### src/sv/vsc_pkg.sv
// Shared types, constants and helpers for the version string compare block.
// No dependencies; imported by vsc_front, vsc_back and the top level.
package vsc_pkg;

    localparam int MAX_LEN = 64;
    localparam int LEN_W   = $clog2(MAX_LEN + 1);
    localparam int ADDR_W  = (MAX_LEN > 1) ? $clog2(MAX_LEN) : 1;

    localparam int QDEPTH  = 4;
    localparam int QPTR_W  = $clog2(QDEPTH);
    localparam int QCNT_W  = $clog2(QDEPTH + 1);

    localparam logic [7:0] CH_ZERO = 8'h30;
    localparam logic [7:0] CH_NINE = 8'h39;

    localparam logic [1:0] OP_APPEND_FIRST  = 2'd0;
    localparam logic [1:0] OP_APPEND_SECOND = 2'd1;
    localparam logic [1:0] OP_COMPARE       = 2'd2;

    localparam logic signed [1:0] ORD_EQ = 2'sb00;
    localparam logic signed [1:0] ORD_GT = 2'sb01;
    localparam logic signed [1:0] ORD_LT = 2'sb11;

    typedef enum logic [1:0] {
        CMD_APPEND_FIRST,
        CMD_APPEND_SECOND,
        CMD_COMPARE
    } cmd_kind_t;

    typedef struct packed {
        cmd_kind_t  kind;
        logic [7:0] ch;
    } vsc_cmd_t;

    typedef enum logic [2:0] {
        BK_IDLE,
        BK_RUN,
        BK_ZERO,
        BK_DIGIT,
        BK_TEXT
    } back_state_t;

    function automatic logic is_num(input logic [7:0] c);
        return (c >= CH_ZERO) && (c <= CH_NINE);
    endfunction

endpackage

### src/sv/vsc_front.sv
// Front end: accepts commands, classifies the opcode and queues the command.
// Depends on vsc_pkg.
module vsc_front
    import vsc_pkg::*;
(
    input  logic       clk,
    input  logic       rst_n,
    input  logic       start,
    input  logic [1:0] opcode,
    input  logic [7:0] char_byte,
    output logic       busy,
    output logic       q_valid,
    output vsc_cmd_t   q_cmd,
    input  logic       q_pop
);

    vsc_cmd_t           q_mem [QDEPTH];
    logic [QPTR_W-1:0]  wr_ptr_reg, wr_ptr_next;
    logic [QPTR_W-1:0]  rd_ptr_reg, rd_ptr_next;
    logic [QCNT_W-1:0]  count_reg, count_next;
    logic               push;
    logic               known_op;
    cmd_kind_t          kind;

    // Classify; the unused opcode is dropped here.
    always_comb
    begin
        known_op = 1'b1;
        kind     = CMD_COMPARE;
        unique case (opcode)
            OP_APPEND_FIRST:  kind = CMD_APPEND_FIRST;
            OP_APPEND_SECOND: kind = CMD_APPEND_SECOND;
            OP_COMPARE:       kind = CMD_COMPARE;
            default:          known_op = 1'b0;
        endcase
    end

    assign busy    = (count_reg == QCNT_W'(QDEPTH));
    assign q_valid = (count_reg != '0);
    assign q_cmd   = q_mem[rd_ptr_reg];
    assign push    = start && !busy && known_op;

    always_comb
    begin
        wr_ptr_next = push  ? wr_ptr_reg + 1'b1 : wr_ptr_reg;
        rd_ptr_next = q_pop ? rd_ptr_reg + 1'b1 : rd_ptr_reg;
        count_next  = count_reg + QCNT_W'(push) - QCNT_W'(q_pop);
    end

    always_ff @(posedge clk or negedge rst_n)
    begin
        if (!rst_n)
        begin
            wr_ptr_reg <= '0;
            rd_ptr_reg <= '0;
            count_reg  <= '0;
        end
        else
        begin
            wr_ptr_reg <= wr_ptr_next;
            rd_ptr_reg <= rd_ptr_next;
            count_reg  <= count_next;
        end
    end

    always_ff @(posedge clk)
    begin
        if (push)
        begin
            q_mem[wr_ptr_reg] <= '{kind: kind, ch: char_byte};
        end
    end

endmodule

### src/sv/vsc_back.sv
// Back end: stores appended bytes and walks both strings run by run on compare.
// Depends on vsc_pkg; fed by the command queue in vsc_front.
module vsc_back
    import vsc_pkg::*;
(
    input  logic              clk,
    input  logic              rst_n,
    input  logic              q_valid,
    input  vsc_cmd_t          q_cmd,
    output logic              q_pop,
    output logic              done,
    output logic signed [1:0] order,
    output logic              truncated
);

    logic [7:0]        first_mem  [MAX_LEN];
    logic [7:0]        second_mem [MAX_LEN];

    back_state_t       state_reg, state_next;
    logic [LEN_W-1:0]  cnt_a_reg, cnt_a_next;
    logic [LEN_W-1:0]  cnt_b_reg, cnt_b_next;
    logic [LEN_W-1:0]  ia_reg, ia_next;
    logic [LEN_W-1:0]  jb_reg, jb_next;
    logic              ovf_reg, ovf_next;
    logic signed [1:0] tie_reg, tie_next;
    logic [7:0]        a_byte_reg, b_byte_reg;
    logic              done_reg;
    logic signed [1:0] order_reg;
    logic              trunc_reg;

    logic              a_in, b_in, a_dig, b_dig, a_zero, b_zero;
    logic              a_run_d, b_run_d, a_run_t, b_run_t;
    logic              bytes_differ;
    logic signed [1:0] byte_ord;
    logic              fin;
    logic signed [1:0] fin_ord;
    logic              adv_a, adv_b, wr_a, wr_b, ovf_set, is_cmp;

    assign a_in         = (ia_reg < cnt_a_reg);
    assign b_in         = (jb_reg < cnt_b_reg);
    assign a_dig        = is_num(a_byte_reg);
    assign b_dig        = is_num(b_byte_reg);
    assign a_zero       = a_in && (a_byte_reg == CH_ZERO);
    assign b_zero       = b_in && (b_byte_reg == CH_ZERO);
    assign a_run_d      = a_in && a_dig;
    assign b_run_d      = b_in && b_dig;
    assign a_run_t      = a_in && !a_dig;
    assign b_run_t      = b_in && !b_dig;
    assign bytes_differ = (a_byte_reg != b_byte_reg);
    assign byte_ord     = (a_byte_reg > b_byte_reg) ? ORD_GT : ORD_LT;
    assign is_cmp       = q_valid && (q_cmd.kind == CMD_COMPARE);

    // Per-state decisions shared by the next-state and datapath logic
    always_comb
    begin
        fin      = 1'b0;
        fin_ord  = ORD_EQ;
        adv_a    = 1'b0;
        adv_b    = 1'b0;
        wr_a     = 1'b0;
        wr_b     = 1'b0;
        ovf_set  = 1'b0;
        q_pop    = 1'b0;
        tie_next = tie_reg;
        unique case (state_reg)
            BK_IDLE:
            begin
                if (q_valid)
                begin
                    q_pop = 1'b1;
                    case (q_cmd.kind)
                        CMD_APPEND_FIRST:
                        begin
                            wr_a    = (cnt_a_reg < LEN_W'(MAX_LEN));
                            ovf_set = !wr_a;
                        end
                        CMD_APPEND_SECOND:
                        begin
                            wr_b    = (cnt_b_reg < LEN_W'(MAX_LEN));
                            ovf_set = !wr_b;
                        end
                        default:
                        begin
                            tie_next = ORD_EQ;
                        end
                    endcase
                end
            end
            BK_RUN:
            begin
                tie_next = ORD_EQ;
                if (!(a_in && b_in))
                begin
                    fin     = 1'b1;
                    fin_ord = (!a_in && !b_in) ? ORD_EQ : (a_in ? ORD_GT : ORD_LT);
                end
                else if (a_dig != b_dig)
                begin
                    // second run is empty: digit side sorts greater
                    fin     = 1'b1;
                    fin_ord = a_dig ? ORD_GT : ORD_LT;
                end
            end
            BK_ZERO:
            begin
                adv_a = a_zero;
                adv_b = b_zero;
            end
            BK_DIGIT:
            begin
                if (a_run_d && b_run_d)
                begin
                    adv_a = 1'b1;
                    adv_b = 1'b1;
                    if (tie_reg == ORD_EQ && bytes_differ)
                    begin
                        tie_next = byte_ord;
                    end
                end
                else if (a_run_d)
                begin
                    fin     = 1'b1;
                    fin_ord = ORD_GT;
                end
                else if (b_run_d)
                begin
                    fin     = 1'b1;
                    fin_ord = ORD_LT;
                end
                else if (tie_reg != ORD_EQ)
                begin
                    fin     = 1'b1;
                    fin_ord = tie_reg;
                end
            end
            BK_TEXT:
            begin
                if (a_run_t && b_run_t)
                begin
                    if (bytes_differ)
                    begin
                        fin     = 1'b1;
                        fin_ord = byte_ord;
                    end
                    else
                    begin
                        adv_a = 1'b1;
                        adv_b = 1'b1;
                    end
                end
                else if (a_run_t)
                begin
                    fin     = 1'b1;
                    fin_ord = ORD_GT;
                end
                else if (b_run_t)
                begin
                    fin     = 1'b1;
                    fin_ord = ORD_LT;
                end
            end
            default:
            begin
                fin = 1'b0;
            end
        endcase
    end

    always_comb
    begin
        state_next = state_reg;
        unique case (state_reg)
            BK_IDLE:
            begin
                if (is_cmp)
                begin
                    state_next = BK_RUN;
                end
            end
            BK_RUN:
            begin
                if (fin)
                begin
                    state_next = BK_IDLE;
                end
                else
                begin
                    state_next = a_dig ? BK_ZERO : BK_TEXT;
                end
            end
            BK_ZERO:
            begin
                if (!a_zero && !b_zero)
                begin
                    state_next = BK_DIGIT;
                end
            end
            BK_DIGIT:
            begin
                if (fin)
                begin
                    state_next = BK_IDLE;
                end
                else if (!a_run_d && !b_run_d)
                begin
                    state_next = BK_RUN;
                end
            end
            BK_TEXT:
            begin
                if (fin)
                begin
                    state_next = BK_IDLE;
                end
                else if (!a_run_t && !b_run_t)
                begin
                    state_next = BK_RUN;
                end
            end
            default:
            begin
                state_next = BK_IDLE;
            end
        endcase
    end

    always_comb
    begin
        ia_next    = (state_reg == BK_IDLE) ? '0 : ia_reg + LEN_W'(adv_a);
        jb_next    = (state_reg == BK_IDLE) ? '0 : jb_reg + LEN_W'(adv_b);
        cnt_a_next = fin ? '0 : cnt_a_reg + LEN_W'(wr_a);
        cnt_b_next = fin ? '0 : cnt_b_reg + LEN_W'(wr_b);
        ovf_next   = fin ? 1'b0 : (ovf_reg || ovf_set);
    end

    always_ff @(posedge clk or negedge rst_n)
    begin
        if (!rst_n)
        begin
            state_reg <= BK_IDLE;
            cnt_a_reg <= '0;
            cnt_b_reg <= '0;
            ia_reg    <= '0;
            jb_reg    <= '0;
            ovf_reg   <= 1'b0;
            tie_reg   <= ORD_EQ;
            done_reg  <= 1'b0;
        end
        else
        begin
            state_reg <= state_next;
            cnt_a_reg <= cnt_a_next;
            cnt_b_reg <= cnt_b_next;
            ia_reg    <= ia_next;
            jb_reg    <= jb_next;
            ovf_reg   <= ovf_next;
            tie_reg   <= tie_next;
            done_reg  <= fin;
        end
    end

    always_ff @(posedge clk)
    begin
        if (fin)
        begin
            order_reg <= fin_ord;
            trunc_reg <= ovf_reg;
        end
    end

    // Read data is registered from the next walk index, so it matches the walk index register
    always_ff @(posedge clk)
    begin
        if (wr_a)
        begin
            first_mem[cnt_a_reg[ADDR_W-1:0]] <= q_cmd.ch;
        end
        a_byte_reg <= first_mem[ia_next[ADDR_W-1:0]];
    end

    always_ff @(posedge clk)
    begin
        if (wr_b)
        begin
            second_mem[cnt_b_reg[ADDR_W-1:0]] <= q_cmd.ch;
        end
        b_byte_reg <= second_mem[jb_next[ADDR_W-1:0]];
    end

    assign done      = done_reg;
    assign order     = order_reg;
    assign truncated = trunc_reg;

endmodule

### src/sv/version_string_compare_top.sv
// Channel   | Signals                      | Handshake
// ----------+------------------------------+--------------------------------
// command   | opcode, char_byte            | transfer when start && !busy
// result    | order, truncated             | one-cycle strobe on done
//
// The back end stores each append without leaving its idle state. A compare
// walks the stored bytes run by run through the run, zero, digit and text
// states; each string memory has a single read port. A four-entry command
// queue sits between front and back; busy rises only when it is full. Reset
// clears counts, queue and state; string contents are not cleared. Results
// cannot be stalled.
// Depends on vsc_pkg, vsc_front and vsc_back.
module version_string_compare_top
    import vsc_pkg::*;
(
    input  logic              clk,
    input  logic              rst_n,
    input  logic              start,
    output logic              busy,
    input  logic [1:0]        opcode,
    input  logic [7:0]        char_byte,
    output logic              done,
    output logic signed [1:0] order,
    output logic              truncated
);

    logic     q_valid;
    logic     q_pop;
    vsc_cmd_t q_cmd;

    vsc_front u_front (
        .clk       (clk),
        .rst_n     (rst_n),
        .start     (start),
        .opcode    (opcode),
        .char_byte (char_byte),
        .busy      (busy),
        .q_valid   (q_valid),
        .q_cmd     (q_cmd),
        .q_pop     (q_pop)
    );

    vsc_back u_back (
        .clk       (clk),
        .rst_n     (rst_n),
        .q_valid   (q_valid),
        .q_cmd     (q_cmd),
        .q_pop     (q_pop),
        .done      (done),
        .order     (order),
        .truncated (truncated)
    );

`ifndef SYNTHESIS
    a_no_pop_empty: assert property (@(posedge clk) disable iff (!rst_n)
        q_pop |-> q_valid)
        else $error("command queue popped while empty");

    a_done_single: assert property (@(posedge clk) disable iff (!rst_n)
        done |=> !done)
        else $error("two results on consecutive cycles");

    a_order_legal: assert property (@(posedge clk) disable iff (!rst_n)
        done |-> (order != 2'b10))
        else $error("illegal order code");
`endif

endmodule

### config.mk
export PLATFORM = sky130hd
export DESIGN_NAME = version_string_compare_top
export DESIGN_NICKNAME = d
export VERILOG_FILES = /design/src/sv/vsc_pkg.sv /design/src/sv/vsc_front.sv /design/src/sv/vsc_back.sv /design/src/sv/version_string_compare_top.sv
export SDC_FILE = /design/constraint.sdc
export NUM_CORES = 2
export LEC_CHECK = 0
export BUFFER_PORTS_ARGS = -buffer_cell sky130_fd_sc_hd__clkbuf_2
export CORE_MARGIN = 5
export CORE_UTILIZATION = 55
export CTS_CLUSTER_SIZE = 16
export DETAILED_ROUTE_END_ITERATION = 16
export PLACE_DENSITY_LB_ADDON = 0.08
export SLEW_MARGIN = 20
export SYNTH_ARGS = -nofsm -noshare
export SYNTH_HDL_FRONTEND = slang
export SYNTH_HIERARCHICAL = 1
export SYNTH_SLANG_ARGS = --single-unit
### constraint.sdc
create_clock -name clk -period 5.07 [get_ports clk]
set_input_delay 0.507 -clock clk [delete_from_list [all_inputs] [get_ports clk]]
set_output_delay 0.507 -clock clk [all_outputs]
set_load 0.005 [all_outputs]
==> impl_results.md <==
* Status: finished clean
* Fin. Hold Viols at 0
* HPWL Detailed at 72.1 mm
* Global-route wire length before repair at between 150 and 200 mm
* Vias in the first global route at 27700
* Chip width at around 300 um
* Top cell type's share of synthesized area at 0.698
* #FFs+latches synth at 1125
* Tmin final at a little under 5 ns
* Power Dens Cells at 470 mW/mm^2
* Drt wl/cell at 26.9 um
* Row cnt at roughly 110
* Root Buffer: clkbuf_16
* Largest area contributor in the netlist: edfxtp_1
* Synth unique cells at just over 90
* Clock skew at 0.0246 ns
* Lkg Pwr at 16.7 nW
* Synthesized area at 0.0459 mm^2
* Area contributors post-synth: edfxtp_1 (70%), nand2_1 (3.2%), dfrtp_1 (2.3%)
* Worst setup EP type: register
* Most used DFF post-synth: edfxtp_1
* Worst slew pin tran at between 0.9 and 1 ns
* DRT Pass-1 Iters at 5
* Hold slack at 0.0466 ns
* Clock transition at path regs at 0.06 ns
* Maximum level of the CTS H-tree at 3
* Arrival @ worst endpoint at 5.44 ns
* Core area at between 0.08 and 0.09 mm^2
* CTS tree: built
* Max Cap Viol at 0
* Synth warn at 6
* Clk buf depth at 3
* Most common cell on crit path: nand3_1
* Syn_nets at 3241
* GPL Wtd Cong at 0.883
* Setup CP Type: register to register
* Power Total at 24.2 mW
* Critical Path Max Stage Delay at 0.61 ns
* Rel. slew slack at 0.324
* Mapped Cells at about 3200
* EDFF count, synth at about 1100
* GR Util All Layers at 0.261
* Max FO, Critical Path at 9
* RSZ-0062 raised after global routing: no
* Register area share after synthesis at 0.728
* Final worst-path cycle share at 0.968
* Largest net degree at the start of global routing at 104
* Type of the tightest min-delay check: input port to register
* Layout area overhead at 12.0%
* Grt total ovfl at 0
* Number of setup buffers added after CTS at 0
* Post-synth ARST share at 0.0373
* # IOs at 18
* Nets@finish at 3288
* Total wire length at 119 mm
* Clock latency on the worst-skew pair at 0.68 ns
* Worst-path cell chain: inv_1, ha_1, and3_1, a221o_1, a21oi_2, o21a_1, ha_4, ha_2, nand3_1, xor2_1, or2_2, nor3_2, o211ai_1, nand3_1, nor4_1
* FILL cells at ~6200
* Antenna viol nets, final at 0
* # DRC at 0
* Footprint of the multi-input gates at approximately 0.012 mm^2
* Final Slew Violations at 0
* F_max at slightly above 200 MHz
* Setup TNS at 0 ns
* CTS Buf Count at 111
* Chip height at 299 um
* Initial antenna violation count at 2
* PortBufs at 17
* Slowest cell on the critical path: nor3_2
* Vias per inst at 6.49
* Starting Density at 0.551
* Vias at 28700
* DRT iter0 DRCs at about 3300
* CTS sink cnt at between 1000 and 1500
* Critical Path RT at 5.60 ns
* Layout cells sized above 1 at 0.122
* Critical Path Start Type: register
* DIE AREA at 0.0894 mm^2
* FF+latch area at ~0.033 mm^2
* # setup viols final at 0
* Syn_area_per_cell at 14.4 um^2
* Peak VDD IR at ~0.52 mV
[per-stage QoR]
stage                util  setup WS, ns  instance area [um^2]  instances
detailed placement  0.571       -0.0179                 47600       4203
CTS                 0.616        0.0369                 51300       4413
global route        0.617        0.0187                 51400       4415
floorplan               -          1.01                 45900       3192
global placement    0.571       0.00481                 47600       4203
finish              0.618         0.160                 51400       4417
[what timing repair did]
| action | CTS | global route |
|---|---|---|
| endpoints found under the setup margin | 1 | 11 |
| gates resized for setup | 1 | 16 |
| hold buffers | 1 | 0 |
| endpoints found under the hold margin | 42 | 0 |
| pin swaps | 0 | 0 |
[cell families after synthesis]
group	count (synthesis)	synth area share
XOR/XNOR	25	0.00493
adder cells (fa/ha/maj)	36	0.00997
AND/OR/NAND/NOR	967	0.0940
buffers and inverters	263	0.0251
AO/OA/AOI/OAI	640	0.103
multiplexers	136	0.0352
flip-flops	1125	0.728
[power by group]
part / switching, mW / internal, mW
logic: 3.01 / 0.696
clock network: 3.48 / 4.80
registers: 0.165 / 12.0
[Yosys cell counts (all sizes together), types with 13 or more instances]
master	instances
mux2	30
nand3	127
a31oi	58
a221oi	17
o221ai	67
nor2b	24
edfxtp	1067
mux2i	90
o22ai	58
ha	35
a21oi	57
nor2	246
dfrtp	42
nor4	13
xnor2	18
buf	113
o211ai	30
and3	63
a22oi	22
clkbuf	95
nor3	50
o21ai	64
dfxtp	16
inv	54
nand2	389
o22a	13
mux4	16
a211oi	91
a2111oi	14
a311oi	48
and2	16
[final timing paths]
| path | start | end | slack, ns | depth (start not counted) |
|---|---|---|---|---|
| max | u_back/cnt_b_reg[5] | u_back/b_byte_reg[2] | 0.16 | 15 |
| min | char_byte[1] | u_front/q_mem[1][1] | 0.05 | 1 |
| max reg2reg | u_back/cnt_b_reg[5] | u_back/b_byte_reg[2] | 0.16 | 15 |
| min reg2reg | u_back/ovf_reg | u_back/truncated | 0.47 | 0 |
| max in group asynchronous | rst_n | u_back/cnt_a_reg[5] | 4.11 | 3 |
| min in group asynchronous | rst_n | u_front/wr_ptr_reg[0] | 0.47 | 3 |
[layout by cell type (no fill, tap or decap), types with 48 or more instances in the layout]
cell type  synthesis  final
edfxtp_1        1067   1067
a31oi_1           58     58
o221ai_1          67     67
a211oi_1          90     90
nand2_1          387    387
nor2_1           246    245
and3_1            63     63
a311oi_1          48     48
clkbuf_16          0    113
buf_4              7    108
a21oi_1           56     55
o22ai_1           58     55
o21ai_0           59     59
mux2i_1           89     89
nand3_1          127    126
[per-layer routing]
layer	wire, um	vias up	global-route usage
met5	0	-	0
met4	2430	0	0.0653
met2	53500	1346	0.392
met3	10700	185	0.0408
met1	52400	14600	0.408
li1	-	12500	-
[worst max-delay path: cells and delay by family (launching register included)]
family / cells / cell delay, ns
buffers and inverters: 1 / 0.14
xor gates and xnor gates: 1 / 0.17
AOI/OAI and AO/OA: 4 / 1.33
and+or+nand+nor: 6 / 1.87
DFF: 1 / 0.45
adders and majority gates: 3 / 0.79
[layout make-up]
cell class,instances,area share
sequential,1125,0.650
clock inverter,73,0.0148
tap,1080,0.0263
clock buffer,136,0.0572
inverter,55,0.00416
timing repair buffer,142,0.0240
antenna,2,0.0000973
multi-input combinational,1804,0.224
No activity file was read; power rests on OpenSTA's default activity.
